### src/rtl/u8sd_pkg.sv
// u8sd_pkg: shared types and constants for the UTF-8 stream decoder.
// Transaction structs for the byte and character channels, saturation limits.
// No dependencies.
package u8sd_pkg;

    // Default text length limit, in bytes (33 bits holds up to 2^32).
    localparam logic [32:0] MAX_TEXT_BYTES_DEF = 33'd65536;

    localparam logic [16:0] POS_SAT  = 17'h1FFFF;
    localparam logic [16:0] CNT_SAT  = 17'h10000;
    localparam logic [15:0] OFF_SAT  = 16'hFFFF;
    localparam logic [20:0] CP_MAX   = 21'h10FFFF;
    localparam logic [20:0] MIN_LEN2 = 21'h00080;
    localparam logic [20:0] MIN_LEN3 = 21'h00800;
    localparam logic [20:0] MIN_LEN4 = 21'h10000;

    typedef struct packed {
        logic [7:0] text_byte;
        logic       last_byte;
    } in_item_t;

    typedef struct packed {
        logic        has_char;
        logic [20:0] code_point;
        logic [2:0]  seq_length;
        logic [15:0] start_offset;
        logic [16:0] char_total;
        logic        end_of_text;
    } out_item_t;

endpackage

### src/rtl/utf8_stream_decoder_core.sv
// utf8_stream_decoder_core: byte-serial UTF-8 decoder, top level.
// Depends on u8sd_pkg (transaction structs, limits).
//
// Usage
//   Byte channel (byte_valid / byte_stall / byte_item): one transaction carries
//   one raw text byte and a last-byte flag. It is accepted on a rising edge with
//   byte_valid high and byte_stall low.
//   Char channel (char_valid / char_stall / char_item): at most one transaction
//   per accepted byte: a decoded character, an end-of-text marker, or both.
//   Bytes that only extend a sequence or are skipped produce nothing.
//   The result of an accepted byte is registered into char_item, or into the
//   skid register while char_item is held. Throughput: one byte per cycle while
//   byte_stall is low; the decode is a single pass of shift/mask/compare logic
//   from the byte port into the state and result registers.
//   Stall: the result register is backed by a one-entry skid register, so a
//   byte is still accepted while a finished result waits. byte_stall rises
//   only when both hold results, and is a pure register output.
//   Reset (rst_n low, asynchronous): all decoder state, counters and both
//   result slots clear; the next byte starts a new text at offset 0.
//   A NUL byte ends the text; later bytes are swallowed until the last byte.
//   A byte at offset MAX_TEXT_BYTES-1 is treated as a last byte.
module utf8_stream_decoder_core #(
    parameter logic [32:0] MAX_TEXT_BYTES = u8sd_pkg::MAX_TEXT_BYTES_DEF
) (
    input  logic                 clk,
    input  logic                 rst_n,
    input  logic                 byte_valid,
    output logic                 byte_stall,
    input  u8sd_pkg::in_item_t   byte_item,
    output logic                 char_valid,
    input  logic                 char_stall,
    output u8sd_pkg::out_item_t  char_item
);
    import u8sd_pkg::*;

    // Last offset of a text; compared against the 17-bit position widened.
    localparam logic [32:0] LIMIT = MAX_TEXT_BYTES - 33'd1;

    // Decoder state
    logic [1:0]  pending_count_reg,  pending_count_next;
    logic [20:0] partial_code_reg,   partial_code_next;
    logic [2:0]  current_length_reg, current_length_next;
    logic [15:0] lead_offset_reg,    lead_offset_next;
    logic [16:0] byte_position_reg,  byte_position_next;
    logic [16:0] char_counter_reg,   char_counter_next;
    logic        stopped_flag_reg,   stopped_flag_next;

    // Result register plus skid slot
    logic        char_valid_reg;
    out_item_t   char_item_reg;
    logic        skid_valid_reg;
    out_item_t   skid_item_reg;

    logic        acc;
    logic        emit;
    logic        eff_last;
    out_item_t   res;

    // Combinational scratch
    logic [7:0]  b;
    logic        got;
    logic        lead;
    logic [2:0]  n;
    logic [15:0] cur_off;
    logic [20:0] shifted;
    logic [20:0] lo;

    assign acc        = byte_valid && !byte_stall;
    assign byte_stall = skid_valid_reg;
    assign char_valid = char_valid_reg;
    assign char_item  = char_item_reg;

    // ---------------------------------------------------------------
    // Single-pass decode of one byte
    // ---------------------------------------------------------------
    always_comb
    begin
        b        = byte_item.text_byte;
        eff_last = byte_item.last_byte || ({16'd0, byte_position_reg} >= LIMIT);
        cur_off  = byte_position_reg[16] ? OFF_SAT : byte_position_reg[15:0];
        got      = 1'b0;
        lead     = 1'b1;
        n        = 3'd0;
        shifted  = {partial_code_reg[14:0], b[5:0]};
        lo       = (current_length_reg == 3'd2) ? MIN_LEN2 :
                   (current_length_reg == 3'd3) ? MIN_LEN3 : MIN_LEN4;

        res.has_char     = 1'b0;
        res.code_point   = '0;
        res.seq_length   = '0;
        res.start_offset = cur_off;
        res.char_total   = '0;
        res.end_of_text  = 1'b0;

        pending_count_next  = pending_count_reg;
        partial_code_next   = partial_code_reg;
        current_length_next = current_length_reg;
        lead_offset_next    = lead_offset_reg;
        char_counter_next   = char_counter_reg;
        stopped_flag_next   = stopped_flag_reg;
        byte_position_next  = (byte_position_reg == POS_SAT) ? byte_position_reg
                                                             : byte_position_reg + 17'd1;
        emit = 1'b0;

        if (stopped_flag_reg)
        begin
            // swallowed bytes; only the last byte matters (clears below)
            emit = 1'b0;
        end
        else
        begin
            if (b == 8'h00)
            begin
                pending_count_next  = '0;
                partial_code_next   = '0;
                current_length_next = '0;
                stopped_flag_next   = 1'b1;
            end
            else
            begin
                if (pending_count_reg != 2'd0)
                begin
                    if (b[7:6] == 2'b10)
                    begin
                        lead               = 1'b0;
                        partial_code_next  = shifted;
                        pending_count_next = pending_count_reg - 2'd1;
                        if (pending_count_reg == 2'd1)
                        begin
                            // sequence complete: drop overlong / out of range
                            if (shifted >= lo && shifted <= CP_MAX)
                            begin
                                got              = 1'b1;
                                res.code_point   = shifted;
                                res.seq_length   = current_length_reg;
                                res.start_offset = lead_offset_reg;
                            end
                            partial_code_next   = '0;
                            current_length_next = '0;
                        end
                    end
                    else
                    begin
                        // broken sequence: drop it, byte is reread as a lead
                        pending_count_next  = '0;
                        partial_code_next   = '0;
                        current_length_next = '0;
                    end
                end

                if (lead)
                begin
                    if (b < 8'h80)
                    begin
                        got            = 1'b1;
                        res.code_point = {13'd0, b};
                        res.seq_length = 3'd1;
                    end
                    else if (b inside {[8'hC2:8'hDF]})
                    begin
                        n = 3'd2;
                    end
                    else if (b inside {[8'hE0:8'hEF]})
                    begin
                        n = 3'd3;
                    end
                    else if (b inside {[8'hF0:8'hF4]})
                    begin
                        n = 3'd4;
                    end

                    if (n != 3'd0)
                    begin
                        partial_code_next   = {13'd0, b & (8'hFF >> n)};
                        pending_count_next  = 2'(n - 3'd1);
                        current_length_next = n;
                        lead_offset_next    = cur_off;
                    end
                end
            end

            if (got && char_counter_reg < CNT_SAT)
                char_counter_next = char_counter_reg + 17'd1;

            emit = got || (b == 8'h00) || eff_last;
        end

        res.has_char    = got;
        res.char_total  = char_counter_next;
        res.end_of_text = (b == 8'h00) || eff_last;

        if (eff_last)
        begin
            pending_count_next  = '0;
            partial_code_next   = '0;
            current_length_next = '0;
            lead_offset_next    = '0;
            byte_position_next  = '0;
            char_counter_next   = '0;
            stopped_flag_next   = 1'b0;
        end
    end

    // ---------------------------------------------------------------
    // State registers
    // ---------------------------------------------------------------
    always_ff @(posedge clk or negedge rst_n)
    begin
        if (!rst_n)
        begin
            pending_count_reg  <= '0;
            partial_code_reg   <= '0;
            current_length_reg <= '0;
            lead_offset_reg    <= '0;
            byte_position_reg  <= '0;
            char_counter_reg   <= '0;
            stopped_flag_reg   <= 1'b0;
        end
        else if (acc)
        begin
            pending_count_reg  <= pending_count_next;
            partial_code_reg   <= partial_code_next;
            current_length_reg <= current_length_next;
            lead_offset_reg    <= lead_offset_next;
            byte_position_reg  <= byte_position_next;
            char_counter_reg   <= char_counter_next;
            stopped_flag_reg   <= stopped_flag_next;
        end
    end

    // ---------------------------------------------------------------
    // Result register and skid slot: valid flags
    // ---------------------------------------------------------------
    always_ff @(posedge clk or negedge rst_n)
    begin
        if (!rst_n)
        begin
            char_valid_reg <= 1'b0;
            skid_valid_reg <= 1'b0;
        end
        else if (!char_valid_reg || !char_stall)
        begin
            // output slot frees up this cycle
            if (skid_valid_reg)
            begin
                char_valid_reg <= 1'b1;
                skid_valid_reg <= 1'b0;
            end
            else
            begin
                char_valid_reg <= acc && emit;
            end
        end
        else if (acc && emit)
        begin
            skid_valid_reg <= 1'b1;
        end
    end

    // payload, no reset needed
    always_ff @(posedge clk)
    begin
        if (!char_valid_reg || !char_stall)
        begin
            if (skid_valid_reg)
                char_item_reg <= skid_item_reg;
            else if (acc && emit)
                char_item_reg <= res;
        end
        else if (acc && emit)
        begin
            skid_item_reg <= res;
        end
    end

`ifndef ASSERT_OFF
    // skid slot only fills behind a held result
    a_skid_behind_out: assert property (@(posedge clk) disable iff (!rst_n)
        skid_valid_reg |-> char_valid_reg)
        else $error("skid slot full while result slot empty");

    // a character result is always within CP_MAX and has a length
    a_char_legal: assert property (@(posedge clk) disable iff (!rst_n)
        (char_valid && char_item.has_char) |->
            (char_item.seq_length != 3'd0 && char_item.code_point <= CP_MAX))
        else $error("character result out of range");

    // end of text restarts the decoder
    a_text_restart: assert property (@(posedge clk) disable iff (!rst_n)
        (acc && eff_last) |=>
            (byte_position_reg == '0 && stopped_flag_reg == 1'b0
             && pending_count_reg == '0))
        else $error("state not cleared after end of text");
`endif

endmodule
### config.mk
export PLATFORM = sky130hd
export DESIGN_NAME = utf8_stream_decoder_core
export DESIGN_NICKNAME = d
export VERILOG_FILES = /design/src/rtl/u8sd_pkg.sv /design/src/rtl/utf8_stream_decoder_core.sv
export SDC_FILE = /design/constraint.sdc
export NUM_CORES = 1
export LEC_CHECK = 0
export BUFFER_PORTS_ARGS = -buffer_cell sky130_fd_sc_hd__buf_4
export CAP_MARGIN = 30
export CORE_ASPECT_RATIO = 0.7
export CORE_MARGIN = 4
export CORE_UTILIZATION = 60
export DETAILED_ROUTE_END_ITERATION = 10
export GPL_TIMING_DRIVEN = 0
export PLACE_DENSITY = 0.77
export SYNTH_ARGS = -nofsm -noshare
export SYNTH_HDL_FRONTEND = slang
export SYNTH_SLANG_ARGS = --single-unit
### constraint.sdc
create_clock -name clk -period 8.5 [get_ports clk]
set_input_delay 2.125 -clock clk [delete_from_list [all_inputs] [get_ports clk]]
set_output_delay 2.125 -clock clk [all_outputs]
set_load 0.005 [all_outputs]
### After elaboration in Yosys (flattened, before gate mapping)

Index checks and enable logic that the tools add are counted.

| word-level totals | value |
|---|---|
| input bits | 13 |
| register bits | 197 |
| logic and storage cells | 147 |

| cells by class | value |
|---|---|
| shift operators | 1 |
| equality and inequality tests | 8 |
| $lt $le $gt $ge | 11 |
| multiplexer cells | 73 |
| bitwise gates (word level) | 2 |
| reduce and logical (&&, ||, !) cells | 27 |
| add/sub/neg operators | 4 |

Operators with widths:

| kind | count |
|---|---|
| $mux 40 | 6 |
| $mux 21 | 8 |
| $mux 17 | 7 |
| $mux 59 | 2 |
| $mux 16 | 6 |
| $mux 24 | 2 |
| $mux 3 | 15 |
| $add 17x1->17 const B | 2 |
| $ge 8x8->1 const B | 3 |
| $le 8x8->1 const B | 3 |
| $ge 21x17->1 | 1 |
| $le 21x21->1 const B | 1 |
| $mux 1 | 20 |
| $eq 17x17->1 const B | 1 |
| $ge 17x16->1 const B | 1 |
| $lt 17x17->1 const B | 1 |
| $mux 2 | 7 |
| $reduce_bool 2->1 | 5 |
| $and 8x8->8 | 1 |
| $logic_not 8->1 | 1 |
| $lt 8x8->1 const B | 1 |
| $reduce_and 2->1 | 4 |
| $shr 8x3->8 const A | 1 |
| $logic_and 1x1->1 | 7 |
| 11 further kinds | 20 |

### Longest topological paths before layout

Gate-level depths: netlist of run 1.

| depth | value |
|---|---|
| depth after elaboration | 19 |
| depth in mapped cells | 12 |
| gate-level depth less buffers | 10 |

### Worst setup path after synthesis of run 1

OpenSTA, ideal clock, no wires.

| timing | value |
|---|---|
| path type | in2reg |
| start point | input byte_item[3] in the netlist's numbering |
| end point | register char_item_reg (netlist bit char_item[0]) (enable) |
| setup time | 0.566 ns |
| slack | 0.519 ns |
| stages | 6 |
| arrival | 7.415 ns |
| data required time | 7.934 ns |
| cell sequence | nor3_1 > and3b_1 > a22oi_2 > a21oi_1 > o21ai_1 > a21boi_0 |

| between the ends | value |
|---|---|
| word-level cells in the longest chain between the ends | 16 |
| elaborated cells on any way between the ends | 19 |
| classes of those cells | 3 x order compare; 9 x mux; 7 x reduce/logical |

Ends and longest elaborated chain:

| what | line | text |
|---|---|---|
| start, declared | utf8_stream_decoder_core.sv:29 | `input u8sd_pkg::in_item_t byte_item,` |
| $ge 21x17->1 or $le 21x21->1 (tied branches) | utf8_stream_decoder_core.sv:131 | `if (shifted >= lo && shifted <= CP_MAX)` |
| $logic_and 1x1->1 | utf8_stream_decoder_core.sv:131 |  |
| $mux 1 | utf8_stream_decoder_core.sv:131 |  |
| $mux 1 | utf8_stream_decoder_core.sv:128 | `if (pending_count_reg == 2'd1)` |
| $mux 1 | utf8_stream_decoder_core.sv:123 | `if (b[7:6] == 2'b10)` |
| $mux 1 | utf8_stream_decoder_core.sv:121 | `if (pending_count_reg != 2'd0)` |
| $mux 1 | utf8_stream_decoder_core.sv:153 | `if (b < 8'h80)` |
| $mux 1 | utf8_stream_decoder_core.sv:151 | `if (lead)` |
| $mux 1 | utf8_stream_decoder_core.sv:112 | `if (b == 8'h00)` |
| $mux 1 | utf8_stream_decoder_core.sv:105 | `if (stopped_flag_reg)` |
| $logic_or 1x1->1 (*) (2 in a row) | utf8_stream_decoder_core.sv:185 | `emit = got \|\| (b == 8'h00) \|\| eff_last;` |
| $mux 1 (*) | utf8_stream_decoder_core.sv:105 |  |
| $logic_and 1x1->1 (*) | utf8_stream_decoder_core.sv:267 | `else if (acc && emit)` |
| $reduce_bool 2->1 (no line) (*) | -- |  |
| $reduce_and 2->1 (no line) (*) | -- |  |
| end signal, assigned | utf8_stream_decoder_core.sv:266 | `char_item_reg <= skid_item_reg;` |
| end signal, assigned | utf8_stream_decoder_core.sv:268 | `char_item_reg <= res;` |
| end, declared | utf8_stream_decoder_core.sv:50 | `out_item_t char_item_reg;` |

Every way passes the cells marked *; elsewhere a longest branch is shown, timed or not. The select of a mux whose other input is x is not followed.
A chain may end at the register's enable or synchronous reset.

==> summary.md, run 1 <==
| Metric | Value |
|---|---|
| WP data required | `between 8 and 9 ns` |
| Largest family of logic cells by synthesized area | `compound AO/OA/AOI/OAI gates` |
| Antenna fix cells | `0` |
| Detail Route Antenna Nets | `0` |
| Synth Flop Type | `edfxtp_1` |
| Commonest non-fill, non-tap cell in the layout | `edfxtp_1` |
| Max rail drop VDD | `about 140 µV` |
| Synth Area in Compound Gates | `about 15%` |
| Post-route DRC | `0` |
| Layout area overhead | `16.9%` |
| Clock Skews | `between 0.009 and 0.01 ns` |
| Top Layer Used | `met4` |
| Leakage power | `between 4 and 5 nW` |
| Final Cycle Share | `51.0%` |
| GPL Wtd Cong | `0.907` |
| H-Tree Depth | `4` |
| Min cycle time layout | `about 4.3 ns` |
| Clk buf depth | `2` |
| Min Hold Slack | `around 0.51 ns` |
| Via count | `6641` |
| Core Rows | `36` |
| Initial DRC Count | `between 700 and 800` |
| Post-Syn Nets | `just under 800` |
| Worst hold path startpoint | `lead_offset_reg[8]` |
| I/O Pins | `74` |
| Slew at the pin closest to its max-slew limit | `1.01 ns` |
| Clk slew on worst S/H paths | `about 0.070 ns` |
| Mux cell area share after synthesis | `between 4 and 5%` |
| WS Path Type | `in2reg` |
| Critical Path Start | `byte_item[7]` |
| Placed Cells | `1012` |
| NetSw | `0.000523 W` |
| Netlist cell types | `between 60 and 70` |
| Internal | `0.00158 W` |
| Fmax | `0.231 GHz` |
| Max Cap Viol | `0` |
| Number of flops mapped to enable cells by yosys | `118` |
| Switching share of power | `24.8%` |
| CTS root buf | `clkbuf_16` |
| Routed wire length | `approximately 21000 µm` |
| Die height | `110 µm` |
| Layout cells sized above 1 | `a little under 20%` |
| Vias in the first global route | `about 6400` |
| Mapped Cells | `745` |
| Routed wl met2 | `9450 µm` |
| Starting Density | `between 60% and 70%` |
| Synthesized area per cell | `~12 µm²` |
| Post-synthesis simple-gate area fraction | `14.2%` |
| Total GRT Usage | `between 20% and 30%` |
| Sequential power share | `around 50%` |
| Final hold vios | `0` |
| Leading cell types in the layout, fill and taps excluded | `118 x edfxtp_1, 74 x buf_4, 73 x dfrtp_1` |
| Worst Path Arrival | `4.53 ns` |
| Synth Area in XOR/XNOR | `1.57%` |
| Post_cts resized | `0` |
| Outcome | `finished, final reports clean` |
| Clk pwr share | `a little under two fifths` |
| Post-Route M1 WL | `~9300 µm` |
| First-pass GRT wire length | `about 33000 µm` |
| Synth warn | `0` |
| Worst reg2reg startpoint | `byte_position_reg[16]` |
| Mapped Area | `just under 9000 µm²` |
| Setup Buffers After CTS | `0` |
| DR vias/cell | `roughly 6.4` |
| Worst hold-check path type | `reg2reg` |
| Pins Over Slew Limit | `0` |
| Met3 wire len | `1750 µm` |
| Drt wl/cell | `between 20 and 25 µm` |
| Fillers | `~990` |
| Num CTS Buffers | `17` |
| Sink Count | `191` |
| Unrepaired setup endpoints after global routing | `false` |
| CP Capture Type | `flip-flop` |
| Slew HR | `32.1%` |
| Final Setup Violations | `0` |
| PwrDens | `202 nW/µm²` |
| Worst-path maximum fanout | `9` |
| Die X-Extent | `roughly 150 µm` |
| Post-synthesis adder-cell area fraction | `under 10%` |
| Pre-Repair DR Iteration Count | `5` |
| Port Buffers | `73` |
| Seq/Total Area, Yosys | `about three fifths` |
| Clock tree from TritonCTS | `built` |
| Congestion Overflow GR | `0` |
| Hold buffer count at cts | `0` |
| Final nets | `866` |
| Clk Latency, worst-skew pair | `around 0.43 ns` |
| CORE AREA | `approximately 14000 µm²` |
| Die ar. | `about 17000 µm²` |
| Final cell count without fillers | `~1000` |
| Combinational power share | `between 10 and 15%` |
| Critical path launch point type | `primary input` |
| Initial antenna violation count | `0` |
| Seq cells post-synth | `about 190` |
| Async SR Flop Fraction | `38.2%` |
| DPL Wire Length | `approximately 15000 µm` |
| Largest net degree at the start of global routing | `between 70 and 80` |
cell type report:
cell class	count	area (µm²)	area share, %
Sequential cell	191	5370	51.6
Multi-Input combinational cell	490	3290	31.6
Clock inverter	14	159	1.53
Tap cell	190	238	2.28
Clock buffer	18	429	4.12
Inverter	26	97.6	0.938
Timing Repair Buffer	78	663	6.37
Buffer	38	159	1.53
per-layer routing:
metal	vias to the layer above	GRT usage, %
met3	42	5.94
li1	3006	-
met1	3270	35.9
met4	0	8.70
met2	323	39.0
met5	-	0
through the flow:
step                      util, %  setup slack [ns]  cell area, µm²  setup TNS [ns]  power (W)
after global routing         73.1              3.99           10400               0    0.00218
after CTS                    72.9              4.19           10400               0    0.00211
final                        73.1              4.16           10400               0    0.00211
after floorplan                 -             0.519            8900               0    0.00121
after detailed placement     68.8              3.74            9790               0    0.00133
after global placement       68.1             -1.68            9690          -98.96    0.00132
Yosys cell counts, types with 3 or more instances:
cell,number,share of area [%]
and4_1,3,0.30
a21o_1,3,0.25
and2_1,17,1.2
nor4_1,3,0.21
a21oi_1,27,1.5
o2111ai_2,5,0.84
nand4_1,6,0.42
o211ai_2,4,0.56
nor2_1,60,2.5
xor2_1,4,0.39
inv_1,25,1.1
and3_1,6,0.42
dfrtp_1,73,21
o21ai_0,16,0.90
a22o_1,36,3.5
o31ai_1,30,2.5
a211o_1,4,0.39
o21ai_1,10,0.56
nor3_1,25,1.4
nand3b_1,4,0.34
o21a_1,4,0.34
xnor2_1,12,1.2
edfxtp_1,118,40
a211oi_1,4,0.34
mux2_2,36,4.6
or3_1,12,0.84
nand2b_1,3,0.21
ha_1,11,1.5
o41ai_1,4,0.39
nand3_1,25,1.4
or4_1,8,0.67
clkbuf_1,32,1.3
nor2b_1,9,0.63
nand2_1,63,2.7
buf_2,4,0.22
power by group through the flow:
stage	sequential, W	combinational [W]	clock [W]
6_report	0.00107	0.000240	0.000795
5_1_grt	0.00108	0.000261	0.000842
4_1_cts	0.00107	0.000238	0.000800
3_5_place_dp	0.00109	0.000237	0
3_3_place_gp	0.00110	0.000219	0
2_1_floorplan	0.00110	0.000119	0
critical path, cell delays in order:
cell and delay [ns]:
buf_4 0.14, nor3b_2 0.45, nand3_1 0.28, o22ai_2 0.53, o21a_1 0.33, mux2_1 0.39
mux2_2 0.27
kinds of logic (layout without fill, tap and decap cells):
family / count (synthesis) / in the layout
and+or+nand+nor: 254 / 254
DFF: 191 / 191
AOI/OAI and AO/OA: 171 / 171
buffers and inverters: 64 / 174
muxes: 38 / 38
xor gates and xnor gates: 16 / 16
adders and majority gates: 11 / 11
worst paths after layout:
check                                       end  depth (start not counted)  slack, ns
min                          lead_offset_reg[8]                          1       0.51
min in group asynchronous   char_counter_reg[4]                          1       1.49
max                                char_item[2]                          7       4.16
max reg2reg                 lead_offset_reg[12]                         11       4.52
max in group asynchronous  char_counter_reg[14]                          2       6.44
min reg2reg                  lead_offset_reg[8]                          1       0.51
(Power assumes the default switching activity.)
==> run 2, diff against run 1 <==
- CORE_UTILIZATION: 60 -> 54
- PLACE_DENSITY: 0.77 -> 0.73
- clock period: 8.5 -> 3.59 ns (I/O delays scaled with it)
==> run 2 against run 1 <==
Net effect: via count is 2.2% lower; combinational power is 140% higher; sequential share of layout area is 0.63 points lower; final area is 1.2% higher; cell count is 3.3% higher; critical path depth is 6 higher; first-iteration DRC count is 6.6% lower; setup slack worse by 3.9 ns; clock power is 140% higher; clock skew is 0.0010 ns higher; utilization is 6.6 points lower; non-clock buffer count is 5 higher; critical endpoint is now skid_item_reg[44]; largest cell class unchanged.
==> summary.md, run 2 (synthesis results as in run 1) <==
| Metric | Value |
|---|---|
| Outcome | `finished, final reports clean (unchanged)` |
| Core Rows | `38 (was 36)` |
| Die ar. | `18600 µm² (was 16900 µm²)` |
| PwrDens | `479 nW/µm² (was 202 nW/µm²)` |
| Final cell area excluding filler cells | `10500 µm² (was 10400 µm²)` |
| Layout area overhead | `18.4% (was 16.9%)` |
| Num CTS Buffers | `17 (unchanged)` |
| Clk Latency, worst-skew pair | `0.44 ns (was 0.43 ns)` |
| Final hold vios | `0 (unchanged)` |
| Drt wl/cell | `19.8 µm (was 20.1 µm)` |
| Starting Density | `56.2% (was 62.5%)` |
| Die X-Extent | `161 µm (was 154 µm)` |
| CP max stage cell | `dfrtp_1 (was o22ai_2)` |
| Pre-Repair DR Iteration Count | `5 (unchanged)` |
| Clock Skews | `0.0107 ns (was 0.00963 ns)` |
| Slew at the pin closest to its max-slew limit | `1.04 ns (was 1.01 ns)` |
| Commonest non-fill, non-tap cell in the layout | `edfxtp_1 (unchanged)` |
| Clk slew on worst S/H paths | `0.07 ns (about the same)` |
| CP peak stage delay | `0.45 ns (was 0.53 ns)` |
| Worst-path maximum fanout | `18 (was 9)` |
| Max rail drop VDD | `379 µV (was 139 µV)` |
| Placed inst area | `9840 µm² (was 9790 µm²)` |
| Port Buffers | `73 (unchanged)` |
| Slew HR | `30.0% (was 32.1%)` |
| CTS root buf | `clkbuf_16 (unchanged)` |
| Worst Path Arrival | `3.54 ns (was 4.53 ns)` |
| Pins Over Slew Limit | `0 (unchanged)` |
| Post-route DRC | `0 (unchanged)` |
| Unrepaired setup endpoints after global routing | `false (unchanged)` |
| Layout cells sized above 1 | `21.4% (was 19.9%)` |
| Crit-path leading delay family | `simple AND/OR/NAND/NOR gates (was compound AO/OA/AOI/OAI gates)` |
| Min Hold Slack | `0.293 ns (was 0.506 ns)` |
| Reg2Reg Setup Slack | `0.24 ns (was 4.52 ns)` |
| GPL Wtd Cong | `0.913 (was 0.907)` |
| CP bufs+invs | `3 (was 1)` |
| Final Setup Violations | `0 (unchanged)` |
| Critical path launch point type | `flip-flop (was primary input)` |
| Vias in the first global route | `6379 (was 6354)` |
| Congestion Overflow GR | `0 (unchanged)` |
| I/O Pins | `74 (unchanged)` |
| Via count | `6495 (was 6641)` |
| Fmax | `~0.3 GHz` |
| Sink Count | `191 (unchanged)` |
| Final Cycle Share | `93.4%` |
| Min cycle time layout | `around 3.4 ns` |
| Leakage power | `4.28 nW (was 4.21 nW)` |
| Largest net degree at the start of global routing | `74 (unchanged)` |
| Worst hold-check path type | `in2async (was reg2reg)` |
| Initial antenna violation count | `0 (unchanged)` |
| Clk buf depth | `2 (unchanged)` |
| Max Cap Viol | `0 (unchanged)` |
| Leading cell types in the layout, fill and taps excluded | `118 x edfxtp_1, 80 x buf_4, 73 x dfrtp_1 (was 118 x edfxtp_1, 74 x buf_4, 73 x dfrtp_1)` |
| H-Tree Depth | `4 (unchanged)` |
| DR vias/cell | `6.01 (was 6.36)` |
| CP Capture Type | `flip-flop (unchanged)` |
| Clock tree from TritonCTS | `built (unchanged)` |
| Initial DRC Count | `731 (was 783)` |
| Final nets | `871 (was 866)` |
| Routed wire length | `21400 µm (was 21000 µm)` |
| Worst-path cell chain | `and3_1 -> nand3_1 -> or2_2 -> nor2_1 -> ha_1 -> nor3_1 -> o21a_1 -> clkbuf_2 -> nand2_1 -> o21ai_2 -> nor2_4 -> buf_4 -> buf_16 (was buf_4 -> nor3b_2 -> nand3_1 -> o22ai_2 -> o21a_1 -> mux2_1 -> mux2_2)` |
| Util after Layout | `66.6% (was 73.1%)` |
| Die height | `115 µm (was 110 µm)` |
| WS Path Type | `reg2reg (was in2reg)` |
| CORE AREA | `15800 µm² (was 14200 µm²)` |
| First-pass GRT wire length | `34300 µm (was 33400 µm)` |
| WP data required | `3.78 ns (was 8.69 ns)` |
| Total GRT Usage | `23.6% (was 25.3%)` |
| Antenna fix cells | `0 (unchanged)` |
| DPL Wire Length | `14900 µm (was 14500 µm)` |
| Detail Route Antenna Nets | `0 (unchanged)` |
| Fillers | `1230 (was 993)` |
==> run 2: changes by cell type in the layout (fill, tap and decap cells not counted), sizes merged <==
cell,delta
buf,+6
clkbuf,-1
clkinvlp,-2
inv,-2
clkinv,+3
bufinv,+1
==> run 2: final cells by class <==
cell class | count | area [µm²] | area share, %
buffer | 36 | 158 | 1.50
clock buffer | 18 | 429 | 4.07
clock inverter | 14 | 164 | 1.56
inverter | 26 | 97.6 | 0.926
multi-input combinational | 490 | 3310 | 31.4
sequential | 191 | 5370 | 51.0
tap | 220 | 275 | 2.61
timing repair buffer | 85 | 736 | 6.98
==> run 2: path summary, 6_finish.rpt <==
kind | from | endpoint | cells after the start
setup / recovery | byte_position_reg[7] | skid_item_reg[44] | 13
hold / removal | rst_n | lead_offset_reg[6] | 1
setup reg to reg | byte_position_reg[7] | skid_item_reg[44] | 13
hold reg to reg | lead_offset_reg[8] | lead_offset_reg[8] | 1
max in group asynchronous | rst_n | partial_code_reg[3] | 2
min in group clk | lead_offset_reg[8] | lead_offset_reg[8] | 1
==> run 2: through the flow <==
step / total power, W / worst slack (ns) / setup TNS (ns) / instances
floorplan: 0.00287 / 0.121 / 0 / 745
global placement: 0.00311 / -0.754 / -84.68 / 1038
detailed placement: 0.00315 / -0.303 / -27.18 / 1042
CTS: 0.00506 / 0.000121 / 0 / 1076
global route: 0.00524 / 0.00496 / 0 / 1080
finish: 0.00505 / 0.237 / 0 / 1080
==> run 2: per-layer routing <==
metal	global-route usage [%]	share of wire, %	vias to the layer above
met5	0	0	-
met4	5.57	1.0	0
met3	4.76	6.8	20
met2	36.9	46	252
met1	34.8	47	3204
li1	-	-	3019
==> run 2: repair_timing <==
action / 4_1_cts / 5_1_grt
endpoints found under the setup margin: 142 / 171
pin swaps: 1 / 3
hold buffers: 0 / 0
gates resized for setup: 3 / 7
setup buffers: 3 / 4
==> run 2: power breakdown <==
part / switching [W] / internal, W
Clock: 0.000835 / 0.00109
Combinational: 0.000338 / 0.000242
Sequential: 0.0000561 / 0.00248
Total: 0.00123 / 0.00382
